## src/fcp_pkg.sv

```systemverilog
// Shared types and constants of the framed command parser.
// Used by every module of the block; depends on nothing.
package fcp_pkg;

   // Default sizes handed to the top level parameters.
   localparam int DEFAULT_BUFFER_DEPTH  = 64;
   localparam int DEFAULT_TABLE_ENTRIES = 4;
   localparam int DEFAULT_COMMAND_CHARS = 8;

   // Depth of the queue between the front and the back.
   localparam int QUEUE_DEPTH = 2;

   // Widths of the register port.
   localparam int CSR_INDEX_WIDTH = 4;
   localparam int CSR_DATA_WIDTH  = 64;

   // Register reset values.
   localparam logic [7:0] RESET_START_CHAR = 8'd60;
   localparam logic [7:0] RESET_END_CHAR   = 8'd62;
   localparam logic [7:0] RESET_DELIM_CHAR = 8'd44;

   // Register indexes.
   typedef enum logic [CSR_INDEX_WIDTH-1:0] {
      CSR_START_CHAR = 4'd0,
      CSR_END_CHAR   = 4'd1,
      CSR_DELIM_CHAR = 4'd2,
      CSR_CMD_COUNT  = 4'd3,
      CSR_CMD_WORD_0 = 4'd4,
      CSR_CMD_WORD_1 = 4'd5,
      CSR_CMD_WORD_2 = 4'd6,
      CSR_CMD_WORD_3 = 4'd7
   } csr_index_type;

   // Operations passed from the front to the back.
   typedef enum logic [1:0] {
      OP_START,
      OP_STORE,
      OP_END
   } op_type;

   typedef struct packed {
      op_type     op;
      logic [7:0] data;
   } queue_entry_type;

   typedef struct packed {
      logic            valid;
      queue_entry_type entry;
   } push_type;

   // Back end sequencer states.
   typedef enum logic [2:0] {
      ST_IDLE,
      ST_SCAN,
      ST_MATCH,
      ST_STREAM,
      ST_EMPTY
   } back_state_type;

   // Settings that the back end needs at dispatch.
   typedef struct packed {
      logic [7:0] delim;
      logic [2:0] count;
   } back_cfg_type;

   // One result item.
   typedef struct packed {
      logic [1:0] matched_index;
      logic [6:0] part_total;
      logic [6:0] part_index;
      logic [7:0] frame_byte;
      logic       byte_valid;
      logic       is_delimiter;
      logic       overflowed;
      logic       last;
   } result_type;

   // Back end status for checking.
   typedef struct packed {
      logic [6:0] length;
      logic       busy;
   } back_status_type;

endpackage

```

## src/fcp_front.sv

```systemverilog
// Front end: accepts received bytes, tracks the open frame and classifies each item.
// Depends on fcp_pkg for the operation codes and the queue entry type.
module fcp_front (
   input  logic               clock,
   input  logic               reset,
   input  logic               req_valid,
   output logic               req_ready,
   input  logic [7:0]         req_rx_byte,
   input  logic [7:0]         start_char,
   input  logic [7:0]         end_char,
   input  logic               queue_full,
   output fcp_pkg::push_type  push
);

   logic in_frame_ff;
   logic in_frame_in;
   logic accept;

   assign req_ready = !queue_full;
   assign accept    = req_valid && req_ready;

   // Start wins over end; other bytes are kept only inside a frame and when nonzero.
   always_comb begin
      in_frame_in      = in_frame_ff;
      push.valid       = 1'b0;
      push.entry.op    = fcp_pkg::OP_STORE;
      push.entry.data  = req_rx_byte;
      if (accept) begin
         if (req_rx_byte == start_char) begin
            push.valid    = 1'b1;
            push.entry.op = fcp_pkg::OP_START;
            in_frame_in   = 1'b1;
         end else if (req_rx_byte == end_char) begin
            push.valid    = 1'b1;
            push.entry.op = fcp_pkg::OP_END;
            in_frame_in   = 1'b0;
         end else if (in_frame_ff && (req_rx_byte != 8'd0)) begin
            push.valid    = 1'b1;
         end
      end
   end

   // Frame state.
   always_ff @(posedge clock) begin
      if (reset) begin
         in_frame_ff <= 1'b0;
      end else begin
         in_frame_ff <= in_frame_in;
      end
   end

endmodule

```

## src/fcp_queue.sv

```systemverilog
// Short queue of classified items between the front and the back end.
// Depends on fcp_pkg for the entry type and the queue depth.
module fcp_queue (
   input  logic                      clock,
   input  logic                      reset,
   input  fcp_pkg::push_type         push,
   output logic                      full,
   output logic                      pop_valid,
   input  logic                      pop_ready,
   output fcp_pkg::queue_entry_type  pop_entry
);

   localparam int DEPTH = fcp_pkg::QUEUE_DEPTH;
   localparam int PW    = (DEPTH > 1) ? $clog2(DEPTH) : 1;
   localparam int CW    = $clog2(DEPTH + 1);

   fcp_pkg::queue_entry_type slot_ff [DEPTH];
   logic [PW-1:0] wr_ptr_ff, wr_ptr_in;
   logic [PW-1:0] rd_ptr_ff, rd_ptr_in;
   logic [CW-1:0] count_ff, count_in;
   logic          do_push;
   logic          do_pop;

   assign full      = (count_ff == CW'(DEPTH));
   assign pop_valid = (count_ff != '0);
   assign pop_entry = slot_ff[rd_ptr_ff];
   assign do_push   = push.valid && !full;
   assign do_pop    = pop_valid && pop_ready;

   // Pointer and fill count update.
   always_comb begin
      wr_ptr_in = wr_ptr_ff;
      rd_ptr_in = rd_ptr_ff;
      count_in  = count_ff;
      if (do_push) begin
         wr_ptr_in = (wr_ptr_ff == PW'(DEPTH - 1)) ? '0 : wr_ptr_ff + 1'b1;
      end
      if (do_pop) begin
         rd_ptr_in = (rd_ptr_ff == PW'(DEPTH - 1)) ? '0 : rd_ptr_ff + 1'b1;
      end
      if (do_push && !do_pop) begin
         count_in = count_ff + 1'b1;
      end else if (do_pop && !do_push) begin
         count_in = count_ff - 1'b1;
      end
   end

   always_ff @(posedge clock) begin
      if (reset) begin
         wr_ptr_ff <= '0;
         rd_ptr_ff <= '0;
         count_ff  <= '0;
      end else begin
         wr_ptr_ff <= wr_ptr_in;
         rd_ptr_ff <= rd_ptr_in;
         count_ff  <= count_in;
      end
   end

   // Entry storage.
   always_ff @(posedge clock) begin
      if (do_push) begin
         slot_ff[wr_ptr_ff] <= push.entry;
      end
   end

endmodule

```

## src/fcp_back.sv

```systemverilog
// Back end: frame memory, command match scan and result streaming.
// Depends on fcp_pkg for the state, operation, configuration and result types.
module fcp_back #(
   parameter int BUFFER_DEPTH  = fcp_pkg::DEFAULT_BUFFER_DEPTH,
   parameter int TABLE_ENTRIES = fcp_pkg::DEFAULT_TABLE_ENTRIES,
   parameter int COMMAND_CHARS = fcp_pkg::DEFAULT_COMMAND_CHARS
) (
   input  logic                            clock,
   input  logic                            reset,
   input  logic                            pop_valid,
   output logic                            pop_ready,
   input  fcp_pkg::queue_entry_type        pop_entry,
   input  fcp_pkg::back_cfg_type           cfg,
   input  logic [8*COMMAND_CHARS-1:0]      command_word [TABLE_ENTRIES],
   output logic                            rsp_valid,
   input  logic                            rsp_ready,
   output fcp_pkg::result_type             rsp,
   output fcp_pkg::back_status_type        status
);

   localparam int AW = $clog2(BUFFER_DEPTH);
   localparam int LW = $clog2(BUFFER_DEPTH + 2);
   localparam int CW = (COMMAND_CHARS > 1) ? $clog2(COMMAND_CHARS) : 1;

   fcp_pkg::back_state_type state_ff, state_in;

   logic [7:0]              frame_mem [BUFFER_DEPTH];
   logic [7:0]              rd_data_ff;

   logic [LW-1:0]           len_ff;
   logic                    ovf_ff;
   logic [LW-1:0]           issue_ff;
   logic                    pend_ff;
   logic [LW-1:0]           head_ff;
   logic                    head_done_ff;
   logic [TABLE_ENTRIES-1:0] eq_ff;
   logic [LW-1:0]           total_ff;
   logic [1:0]              hit_ff;
   logic [LW-1:0]           part_ff;
   logic [LW-1:0]           sent_ff;
   logic                    data_ok_ff;
   logic                    rsp_valid_ff;
   fcp_pkg::result_type     rsp_ff;

   // Control decoded from the state.
   logic op_start, op_store, op_end;
   logic mem_we, mem_re;
   logic scan_done;
   logic out_free;
   logic consume;
   logic last_byte;
   logic load_empty;
   logic clear_frame;

   // Match evaluation.
   logic [LW-1:0]           word_len [TABLE_ENTRIES];
   logic [TABLE_ENTRIES-1:0] eq_next;
   logic [2:0]              used;
   logic                    hit_found;
   logic [1:0]              hit_index;
   logic                    rd_is_delim;

   assign rd_is_delim = (rd_data_ff == cfg.delim);
   assign out_free    = !rsp_valid_ff || rsp_ready;
   assign scan_done   = (issue_ff == len_ff) && !pend_ff;
   assign last_byte   = ((sent_ff + 1'b1) == len_ff);

   // Length of each command text: up to its first zero byte.
   always_comb begin
      for (int t = 0; t < TABLE_ENTRIES; t++) begin
         word_len[t] = LW'(COMMAND_CHARS);
         for (int k = COMMAND_CHARS - 1; k >= 0; k--) begin
            if (command_word[t][8*k +: 8] == 8'd0) begin
               word_len[t] = LW'(k);
            end
         end
      end
   end

   // First entry in table order whose text equals the first part.
   always_comb begin
      used      = (cfg.count > 3'(TABLE_ENTRIES)) ? 3'(TABLE_ENTRIES) : cfg.count;
      hit_found = 1'b0;
      hit_index = '0;
      for (int t = TABLE_ENTRIES - 1; t >= 0; t--) begin
         if ((3'(t) < used) && eq_ff[t] && (word_len[t] == head_ff)) begin
            hit_found = 1'b1;
            hit_index = 2'(t);
         end
      end
   end

   // Running comparison of the first part against every entry, one byte a cycle.
   always_comb begin
      for (int t = 0; t < TABLE_ENTRIES; t++) begin
         eq_next[t] = eq_ff[t] && (head_ff < LW'(COMMAND_CHARS)) &&
                      (command_word[t][8*head_ff[CW-1:0] +: 8] == rd_data_ff);
      end
   end

   // Next state.
   always_comb begin
      state_in = state_ff;
      unique case (state_ff)
         fcp_pkg::ST_IDLE: begin
            if (pop_valid && (pop_entry.op == fcp_pkg::OP_END)) begin
               state_in = fcp_pkg::ST_SCAN;
            end
         end
         fcp_pkg::ST_SCAN: begin
            if (scan_done) begin
               state_in = fcp_pkg::ST_MATCH;
            end
         end
         fcp_pkg::ST_MATCH: begin
            if (!hit_found) begin
               state_in = fcp_pkg::ST_IDLE;
            end else if (len_ff == '0) begin
               state_in = fcp_pkg::ST_EMPTY;
            end else begin
               state_in = fcp_pkg::ST_STREAM;
            end
         end
         fcp_pkg::ST_STREAM: begin
            if (consume && last_byte) begin
               state_in = fcp_pkg::ST_IDLE;
            end
         end
         fcp_pkg::ST_EMPTY: begin
            if (out_free) begin
               state_in = fcp_pkg::ST_IDLE;
            end
         end
         default: state_in = fcp_pkg::ST_IDLE;
      endcase
   end

   // Control outputs of each state.
   always_comb begin
      pop_ready   = 1'b0;
      op_start    = 1'b0;
      op_store    = 1'b0;
      op_end      = 1'b0;
      mem_we      = 1'b0;
      mem_re      = 1'b0;
      consume     = 1'b0;
      load_empty  = 1'b0;
      clear_frame = 1'b0;
      unique case (state_ff)
         fcp_pkg::ST_IDLE: begin
            pop_ready = 1'b1;
            if (pop_valid) begin
               op_start = (pop_entry.op == fcp_pkg::OP_START);
               op_store = (pop_entry.op == fcp_pkg::OP_STORE);
               op_end   = (pop_entry.op == fcp_pkg::OP_END);
            end
            mem_we = op_store && (len_ff < LW'(BUFFER_DEPTH));
         end
         fcp_pkg::ST_SCAN: begin
            mem_re = (issue_ff < len_ff);
         end
         fcp_pkg::ST_MATCH: begin
            clear_frame = !hit_found;
         end
         fcp_pkg::ST_STREAM: begin
            consume     = data_ok_ff && out_free;
            mem_re      = (issue_ff < len_ff) && (!data_ok_ff || consume);
            clear_frame = consume && last_byte;
         end
         fcp_pkg::ST_EMPTY: begin
            load_empty  = out_free;
            clear_frame = out_free;
         end
         default: begin
            pop_ready = 1'b0;
         end
      endcase
   end

   // Frame memory: one write or one registered read per cycle.
   always_ff @(posedge clock) begin
      if (mem_we) begin
         frame_mem[len_ff[AW-1:0]] <= pop_entry.data;
      end
      if (mem_re) begin
         rd_data_ff <= frame_mem[issue_ff[AW-1:0]];
      end
   end

   // Sequencer and frame bookkeeping.
   always_ff @(posedge clock) begin
      if (reset) begin
         state_ff     <= fcp_pkg::ST_IDLE;
         len_ff       <= '0;
         ovf_ff       <= 1'b0;
         issue_ff     <= '0;
         pend_ff      <= 1'b0;
         data_ok_ff   <= 1'b0;
         rsp_valid_ff <= 1'b0;
      end else begin
         state_ff <= state_in;

         // Frame length and overflow flag.
         if (op_start || clear_frame) begin
            len_ff <= '0;
            ovf_ff <= 1'b0;
         end else if (mem_we) begin
            len_ff <= len_ff + 1'b1;
         end else if (op_store) begin
            ovf_ff <= 1'b1;
         end

         // Read issue counter, restarted for the scan and for the stream.
         if (op_end || ((state_ff == fcp_pkg::ST_MATCH))) begin
            issue_ff <= '0;
         end else if (mem_re) begin
            issue_ff <= issue_ff + 1'b1;
         end

         pend_ff <= mem_re && (state_ff == fcp_pkg::ST_SCAN);

         // Prefetched byte held until the output register takes it.
         if (state_ff == fcp_pkg::ST_STREAM) begin
            data_ok_ff <= mem_re || (data_ok_ff && !consume);
         end else begin
            data_ok_ff <= 1'b0;
         end

         // Output register.
         if (consume || load_empty) begin
            rsp_valid_ff <= 1'b1;
         end else if (rsp_ready) begin
            rsp_valid_ff <= 1'b0;
         end
      end
   end

   // Scan accumulators, stream counters and result payload.
   always_ff @(posedge clock) begin
      if (op_end) begin
         head_ff      <= '0;
         head_done_ff <= 1'b0;
         eq_ff        <= '1;
         total_ff     <= LW'(1);
      end else if (pend_ff) begin
         total_ff <= total_ff + LW'(rd_is_delim);
         if (!head_done_ff) begin
            if (rd_is_delim) begin
               head_done_ff <= 1'b1;
            end else begin
               eq_ff   <= eq_next;
               head_ff <= head_ff + 1'b1;
            end
         end
      end

      if (state_ff == fcp_pkg::ST_MATCH) begin
         hit_ff  <= hit_index;
         part_ff <= '0;
         sent_ff <= '0;
      end else if (consume) begin
         part_ff <= part_ff + LW'(rd_is_delim);
         sent_ff <= sent_ff + 1'b1;
      end

      if (consume) begin
         rsp_ff.matched_index <= hit_ff;
         rsp_ff.part_total    <= 7'(total_ff);
         rsp_ff.part_index    <= 7'(part_ff);
         rsp_ff.frame_byte    <= rd_data_ff;
         rsp_ff.byte_valid    <= 1'b1;
         rsp_ff.is_delimiter  <= rd_is_delim;
         rsp_ff.overflowed    <= ovf_ff;
         rsp_ff.last          <= last_byte;
      end else if (load_empty) begin
         rsp_ff.matched_index <= hit_ff;
         rsp_ff.part_total    <= 7'd1;
         rsp_ff.part_index    <= 7'd0;
         rsp_ff.frame_byte    <= 8'd0;
         rsp_ff.byte_valid    <= 1'b0;
         rsp_ff.is_delimiter  <= 1'b0;
         rsp_ff.overflowed    <= ovf_ff;
         rsp_ff.last          <= 1'b1;
      end
   end

   assign rsp_valid     = rsp_valid_ff;
   assign rsp           = rsp_ff;
   assign status.length = 7'(len_ff);
   assign status.busy   = (state_ff != fcp_pkg::ST_IDLE);

endmodule

```

## src/framed_command_parser.sv

```systemverilog
// Top level of the framed command parser: register file, front end, queue and back end.
// Depends on fcp_pkg, fcp_front, fcp_queue and fcp_back.
//
// Channel   Direction  Handshake            Payload
// req       in         req_valid/req_ready  req_rx_byte
// rsp       out        rsp_valid/rsp_ready  rsp_matched_index .. rsp_last
// csr       in         csr_valid/csr_ready  csr_index, csr_wdata
//
// The front end takes a byte every cycle while the two-entry queue has room.
// The back end takes start and stored bytes from the queue while idle; a matching dispatch
// of a frame keeps it busy, as the single-port frame memory is read once for the command
// match scan and once more for the result stream.
// Reset is synchronous and sets the registers to their reset values; it clears the open frame and the queue.
// A stalled result holds in the output register; the back end waits while it has more of
// the frame to send, and the front end keeps accepting bytes until the queue fills.
module framed_command_parser #(
   parameter int BUFFER_DEPTH  = fcp_pkg::DEFAULT_BUFFER_DEPTH,
   parameter int TABLE_ENTRIES = fcp_pkg::DEFAULT_TABLE_ENTRIES,
   parameter int COMMAND_CHARS = fcp_pkg::DEFAULT_COMMAND_CHARS
) (
   input  logic                                clock,
   input  logic                                reset,
   input  logic                                req_valid,
   output logic                                req_ready,
   input  logic [7:0]                          req_rx_byte,
   output logic                                rsp_valid,
   input  logic                                rsp_ready,
   output logic [1:0]                          rsp_matched_index,
   output logic [6:0]                          rsp_part_total,
   output logic [6:0]                          rsp_part_index,
   output logic [7:0]                          rsp_frame_byte,
   output logic                                rsp_byte_valid,
   output logic                                rsp_is_delimiter,
   output logic                                rsp_overflowed,
   output logic                                rsp_last,
   input  logic                                csr_valid,
   output logic                                csr_ready,
   input  logic [fcp_pkg::CSR_INDEX_WIDTH-1:0] csr_index,
   input  logic [fcp_pkg::CSR_DATA_WIDTH-1:0]  csr_wdata
);

   localparam int WW = 8 * COMMAND_CHARS;

   logic [7:0]    start_ff, start_in;
   logic [7:0]    end_ff, end_in;
   logic [7:0]    delim_ff, delim_in;
   logic [2:0]    count_ff, count_in;
   logic [WW-1:0] word_ff [TABLE_ENTRIES];
   logic [WW-1:0] word_in [TABLE_ENTRIES];
   logic          csr_write;

   fcp_pkg::push_type         push;
   fcp_pkg::queue_entry_type  pop_entry;
   fcp_pkg::back_cfg_type     back_cfg;
   fcp_pkg::result_type       rsp;
   fcp_pkg::back_status_type  back_status;
   logic                      queue_full;
   logic                      pop_valid;
   logic                      pop_ready;

   assign csr_ready = 1'b1;
   assign csr_write = csr_valid && csr_ready;

   // Register write decode; indexes beyond the list are ignored.
   always_comb begin
      start_in = start_ff;
      end_in   = end_ff;
      delim_in = delim_ff;
      count_in = count_ff;
      for (int t = 0; t < TABLE_ENTRIES; t++) begin
         word_in[t] = word_ff[t];
      end
      if (csr_write) begin
         unique case (csr_index)
            fcp_pkg::CSR_START_CHAR: start_in = csr_wdata[7:0];
            fcp_pkg::CSR_END_CHAR:   end_in   = csr_wdata[7:0];
            fcp_pkg::CSR_DELIM_CHAR: delim_in = csr_wdata[7:0];
            fcp_pkg::CSR_CMD_COUNT:  count_in = csr_wdata[2:0];
            default: begin
               for (int t = 0; t < TABLE_ENTRIES; t++) begin
                  if (int'(csr_index) == (int'(fcp_pkg::CSR_CMD_WORD_0) + t)) begin
                     word_in[t] = csr_wdata[WW-1:0];
                  end
               end
            end
         endcase
      end
   end

   always_ff @(posedge clock) begin
      if (reset) begin
         start_ff <= fcp_pkg::RESET_START_CHAR;
         end_ff   <= fcp_pkg::RESET_END_CHAR;
         delim_ff <= fcp_pkg::RESET_DELIM_CHAR;
         count_ff <= '0;
         for (int t = 0; t < TABLE_ENTRIES; t++) begin
            word_ff[t] <= '0;
         end
      end else begin
         start_ff <= start_in;
         end_ff   <= end_in;
         delim_ff <= delim_in;
         count_ff <= count_in;
         for (int t = 0; t < TABLE_ENTRIES; t++) begin
            word_ff[t] <= word_in[t];
         end
      end
   end

   assign back_cfg.delim = delim_ff;
   assign back_cfg.count = count_ff;

   // Classification of incoming bytes.
   fcp_front u_front (
      .clock       (clock),
      .reset       (reset),
      .req_valid   (req_valid),
      .req_ready   (req_ready),
      .req_rx_byte (req_rx_byte),
      .start_char  (start_ff),
      .end_char    (end_ff),
      .queue_full  (queue_full),
      .push        (push)
   );

   // Queue between the two halves.
   fcp_queue u_queue (
      .clock     (clock),
      .reset     (reset),
      .push      (push),
      .full      (queue_full),
      .pop_valid (pop_valid),
      .pop_ready (pop_ready),
      .pop_entry (pop_entry)
   );

   // Frame storage, matching and result stream.
   fcp_back #(
      .BUFFER_DEPTH  (BUFFER_DEPTH),
      .TABLE_ENTRIES (TABLE_ENTRIES),
      .COMMAND_CHARS (COMMAND_CHARS)
   ) u_back (
      .clock        (clock),
      .reset        (reset),
      .pop_valid    (pop_valid),
      .pop_ready    (pop_ready),
      .pop_entry    (pop_entry),
      .cfg          (back_cfg),
      .command_word (word_ff),
      .rsp_valid    (rsp_valid),
      .rsp_ready    (rsp_ready),
      .rsp          (rsp),
      .status       (back_status)
   );

   assign rsp_matched_index = rsp.matched_index;
   assign rsp_part_total    = rsp.part_total;
   assign rsp_part_index    = rsp.part_index;
   assign rsp_frame_byte    = rsp.frame_byte;
   assign rsp_byte_valid    = rsp.byte_valid;
   assign rsp_is_delimiter  = rsp.is_delimiter;
   assign rsp_overflowed    = rsp.overflowed;
   assign rsp_last          = rsp.last;

   // A start byte that is accepted always reaches the queue.
   assert property (@(posedge clock) disable iff (reset)
      (req_valid && req_ready && (req_rx_byte == start_ff)) |=> pop_valid)
      else $error("start item did not reach the queue");

   // The frame never grows beyond the buffer.
   assert property (@(posedge clock) disable iff (reset)
      back_status.length <= 7'(BUFFER_DEPTH))
      else $error("frame length beyond buffer depth");

   // A busy back end takes nothing from the queue.
   assert property (@(posedge clock) disable iff (reset)
      back_status.busy |-> !pop_ready)
      else $error("queue popped while the back end was busy");

   // An empty frame result is always the only and last one of its run.
   assert property (@(posedge clock) disable iff (reset)
      (rsp_valid && !rsp_byte_valid) |-> (rsp_last && (rsp_part_total == 7'd1)))
      else $error("empty frame result without last flag");

endmodule

```

## config.mk

```make
export PLATFORM = sky130hd
export DESIGN_NAME = framed_command_parser
export DESIGN_NICKNAME = d
export VERILOG_FILES = /design/src/fcp_pkg.sv /design/src/fcp_front.sv /design/src/fcp_queue.sv /design/src/fcp_back.sv /design/src/framed_command_parser.sv
export SDC_FILE = /design/constraint.sdc
export NUM_CORES = 2
export LEC_CHECK = 0
export ABC_AREA = 1
export BUFFER_PORTS_ARGS = -buffer_cell sky130_fd_sc_hd__buf_2
export CAP_MARGIN = 20
export CORE_AREA = 4 4 319 321
export CTS_CLUSTER_DIAMETER = 50
export CTS_CLUSTER_SIZE = 20
export DETAILED_ROUTE_END_ITERATION = 7
export DIE_AREA = 0 0 323 325
export GPL_ROUTABILITY_DRIVEN = 1
export GPL_TIMING_DRIVEN = 0
export SLEW_MARGIN = 20
export SYNTH_ARGS = -nofsm -noshare
export SYNTH_HDL_FRONTEND = slang
export SYNTH_SLANG_ARGS = --single-unit
```

## constraint.sdc

```tcl
create_clock -name clock -period 4.7 [get_ports clock]
set_clock_uncertainty 0.1 [all_clocks]
set_input_delay 0.235 -clock clock [delete_from_list [all_inputs] [get_ports clock]]
set_output_delay 0.235 -clock clock [all_outputs]
set_load 0.01 [all_outputs]
```

==> impl_metrics.csv <==
group,metric,value,unit
sta,fmax,230.7,MHz
worst_setup_path,path_buf_inv,2,
final_layout,layout.cells.most_common_list,"947 x sky130_fd_sc_hd__nor2_1, 724 x sky130_fd_sc_hd__o21ai_0, 569 x sky130_fd_sc_hd__edfxtp_1",
clock_tree,clock_sinks,913,
worst_setup_path,critical_path.slowest_cell,"sky130_fd_sc_hd__nor2_1",
route,avgRoutedWirePerCell,26.13,µm
placement,placed_cells_incl_taps,5605,
floorplan,die_height,325,µm
route,via_count,33660,
sta,final.hold.worst_slack,0.03660,ns
sta,report.final.slew_viol_count,0,
worst_setup_path,path_cells,"nor2_2 > nand2_2 > a21oi_4 > inv_2 > nor2_2 > nand2_1 > nor2_2 > inv_2 > nor2_1 > nand3_1 > nor2_1",
worst_setup_path,critPathKind,"reg -> reg",
synth,yosysUniqueCellTypes,48,
synth,postSynthAreaPerCell,9.337,µm²
final_layout,area_growth_syn_to_layout,16.96,%
route,dr.first_iter.drc_count,4670,
synth,edff_count_synth,569,
final_layout,drive_above_1_share,8.375,%
final_layout,layout_commonest_cell,"sky130_fd_sc_hd__nor2_1",
clock_tree,worst_skew_pair.late_latency,0.71,ns
status,run_status,"finished clean",
synth,synth.yosys.seq_area_share,61.15,%
final_layout,finalNonFillerCells,5873,
route,postRouteWirelength,153500,µm
floorplan,placementRows,116,
global_route,wire_length_of_the_first_global_routing_pass,217400,µm
clock_tree,cts_resized,0,
pwr,worst_ir_drop_vdd,0.0003493,V
run,cap_viol_max_count,0,
clock_tree,clk_path_buf_depth,3,
synth,syn_nets,4297,
floorplan,initial_core_util,39.49,%
final_layout,multi_input_area,13330,µm²
synth,cell_count_after_synthesis,4199,
sta,timing_hold_violations_final,0,
route,drtPass1Iterations,6,
sta,post-route-min-period,4.335,ns
placement,dpl.hpwl,106900,µm
synth,yosys_register_bits,913,
sta,setup_viol,0,
sta,tightestPinTransition,1.220,ns
worst_setup_path,critPathMaxFanout,8,
clock_tree,clock_pin_transition_on_the_worst_setup_and_hold_timing_paths,0.07,ns
global_route,globalRouteTotalUtil,28.49,%
worst_setup_path,worstSetupEndpointType,"flop",
floorplan,chipWidth,323,µm
placement,post-place-ws,0.5264,ns
sta,fin_tns_setup,0,ns
pwr,power.density,455.8,nW/µm²
placement,globalplace.congestion,1.023,
synth,netlist_area,39210,µm²
route,postRouteAntennaNets,0,
worst_setup_path,data_arrival_time_of_the_critical_path,4.54,ns
pwr,power.total,20900,µW
final_layout,fill_cells,9417,
sta,rsz0062_at_grt,"false",
worst_setup_path,path_delay_family,"simple AND/OR/NAND/NOR gates",
sta,final.setup.worst_slack,0.3648,ns
worst_setup_path,startpoint_type,"flop",
pwr,power_leakage,0.01666,µW
worst_setup_path,worst-endpoint-required,4.90,ns
clock_tree,cts_tree,"built",
worst_setup_path,cp_slowest_stage_delay,1.21,ns
global_route,via_count_of_the_first_global_routing_pass,31460,
placement,place.port_buffers,106,
floorplan,die-area,105000,µm²
global_route,grt_antenna_before_repair,2,
clock_tree,clock_tree.root_cell,"sky130_fd_sc_hd__clkbuf_16",
synth,yosys_warnings,0,
final_layout,nNetsFinal,4585,
sta,relative_max_transition_margin,18.37,%
synth,asyncSetResetFlopFracSynth,0,%
min_path,min_path_type,"in -> reg",
global_route,grt_max_degree,65,
worst_setup_path,crit_top_cell,"sky130_fd_sc_hd__nor2_2",
route,drc,0,
global_route,grt-ovfl-total,0,
clock_tree,cts-htree-levels,3,
final_layout,layout.area.seq,23970,µm²
floorplan,io-pin-count,112,
synth,ys.flop_type,"sky130_fd_sc_hd__edfxtp_1",
route,routed_via_density,5.731,
clock_tree,cts_made_buffers,102,
floorplan,std_cell_core_area,99280,µm²
sta,final.period_utilization,92.24,%
-- logic make-up (layout without fill, tap and decap cells) --
logic type | Yosys count | count (layout) | share of synthesized area, %
and+or+nand+nor | 1530 | 1530 | 15.72
muxes | 8 | 8 | 0.2298
buffers and inverters | 511 | 885 | 5.029
other | 1 | 3 | 0.009565
DFF | 913 | 913 | 61.15
adders and majority gates | 17 | 17 | 0.5425
xor gates and xnor gates | 49 | 49 | 1.095
AOI/OAI and AO/OA | 1170 | 1170 | 16.22
-- cell usage after synthesis (2+ instances only) --
library cell	number	area share, %
sky130_fd_sc_hd__nor2_1	957	9.2
sky130_fd_sc_hd__o21ai_0	725	9.3
sky130_fd_sc_hd__edfxtp_1	569	44
sky130_fd_sc_hd__nand2_1	354	3.4
sky130_fd_sc_hd__dfxtp_1	344	18
sky130_fd_sc_hd__inv_1	240	2.3
sky130_fd_sc_hd__a21oi_1	224	2.9
sky130_fd_sc_hd__clkbuf_1	211	2.0
sky130_fd_sc_hd__nand3_1	127	1.6
sky130_fd_sc_hd__o22ai_1	92	1.5
sky130_fd_sc_hd__o211ai_1	51	0.98
sky130_fd_sc_hd__o221ai_1	49	1.1
sky130_fd_sc_hd__xor2_1	41	0.92
sky130_fd_sc_hd__nand4_1	39	0.62
sky130_fd_sc_hd__buf_2	33	0.42
sky130_fd_sc_hd__ha_1	17	0.54
sky130_fd_sc_hd__nor3_1	17	0.22
sky130_fd_sc_hd__a31oi_1	13	0.21
sky130_fd_sc_hd__clkinv_1	9	0.086
sky130_fd_sc_hd__buf_1	8	0.077
sky130_fd_sc_hd__mux2_2	8	0.23
sky130_fd_sc_hd__xnor2_1	8	0.18
sky130_fd_sc_hd__or2_2	7	0.11
sky130_fd_sc_hd__inv_2	6	0.057
sky130_fd_sc_hd__nor2_2	5	0.080
sky130_fd_sc_hd__a221o_1	4	0.10
sky130_fd_sc_hd__nand3b_1	4	0.077
sky130_fd_sc_hd__nor4_1	4	0.064
sky130_fd_sc_hd__a211oi_1	3	0.057
sky130_fd_sc_hd__buf_4	3	0.057
sky130_fd_sc_hd__nor2_4	3	0.086
sky130_fd_sc_hd__a32o_1	2	0.051
sky130_fd_sc_hd__and2_1	2	0.032
sky130_fd_sc_hd__nand2_2	2	0.032
sky130_fd_sc_hd__nand3_2	2	0.051
sky130_fd_sc_hd__nor3_2	2	0.051
sky130_fd_sc_hd__nor3b_1	2	0.038
sky130_fd_sc_hd__o21ai_1	2	0.026
-- worst reg2reg max path, cell delays in order (launching register included) --
cell                      delay [ns]
sky130_fd_sc_hd__dfxtp_1        0.35
sky130_fd_sc_hd__nor2_2         0.22
sky130_fd_sc_hd__nand2_2        0.20
sky130_fd_sc_hd__a21oi_4        0.21
sky130_fd_sc_hd__inv_2          0.07
sky130_fd_sc_hd__nor2_2         0.09
sky130_fd_sc_hd__nand2_1        0.22
sky130_fd_sc_hd__nor2_2         0.16
sky130_fd_sc_hd__inv_2          0.09
sky130_fd_sc_hd__nor2_1         0.24
sky130_fd_sc_hd__nand3_1        0.80
sky130_fd_sc_hd__nor2_1         1.22
-- metrics by stage --
step | util [%] | instance area (µm²)
4_1_cts | 46.18 | 45840
3_5_place_dp | 41.74 | 41430
5_1_grt | 46.19 | 45850
2_1_floorplan | - | 39210
3_3_place_gp | 41.66 | 41360
6_report | 46.19 | 45860
-- registers in the layout, summed over array words and instances, names as in the netlist, 2 cells and up, named ones only --
register / cells
u_back.frame_mem: 512
word_ff: 256
u_back.rsp: 28
u_queue.slot_ff: 20
delim_ff: 8
end_ff: 8
start_ff: 8
u_back.rd_data_ff: 8
u_back.head_ff: 7
u_back.issue_ff: 7
u_back.len_ff: 7
u_back.part_ff: 7
u_back.sent_ff: 7
u_back.total_ff: 7
u_back.eq_ff: 4
count_ff: 3
u_back.state_ff: 3
u_back.hit_ff: 2
u_queue.count_ff: 2
-- power breakdown --
group	internal, µW	switching (µW)	total [µW]
registers	8950	96.0	9040
logic	770	2490	3260
clock network	4700	3900	8600
total	14400	6490	20900
-- final cells by class --
cell class                      count  area share [%]
Clock inverter                     84           2.308
Clock buffer                      106           5.645
Tap cell                         1298           3.542
Antenna cell                        2         0.01091
Sequential cell                   913           52.28
Buffer                            256           2.213
Multi-Input combinational cell   2775           29.06
Inverter                          255           2.087
Timing Repair Buffer              184           2.857
-- per-layer routing --
layer	vias up	part of all wire (%)	global-route usage (%)	wire length [µm]
li1	15140	-	-	-
met2	2039	44	43.76	67460
met5	-	0	0	0
met3	557	10	6.831	15830
met4	0	8.6	20.33	13210
met1	15920	37	35.20	56970
-- path summary, 6_finish.rpt --
kind,to,slack [ns],startpoint,depth (start not counted)
max,u_back.frame_mem[2][7]$_DFFE_PP_,0.36,u_back.state_ff[0]$_SDFFE_PP0P_,11
min,end_ff[0]$_SDFFE_PP0P_,0.04,csr_wdata[0],3
max reg2reg,u_back.frame_mem[2][7]$_DFFE_PP_,0.36,u_back.state_ff[0]$_SDFFE_PP0P_,11
min reg2reg,u_queue.rd_ptr_ff$_SDFFE_PP0P_,0.36,u_queue.rd_ptr_ff$_SDFFE_PP0P_,1
-- what timing repair did --
action	4_1_cts	5_1_grt
hold buffers	76	0
setup buffers	0	0
endpoints found under the hold margin	280	0
No activity file was read; power rests on OpenSTA's default activity.
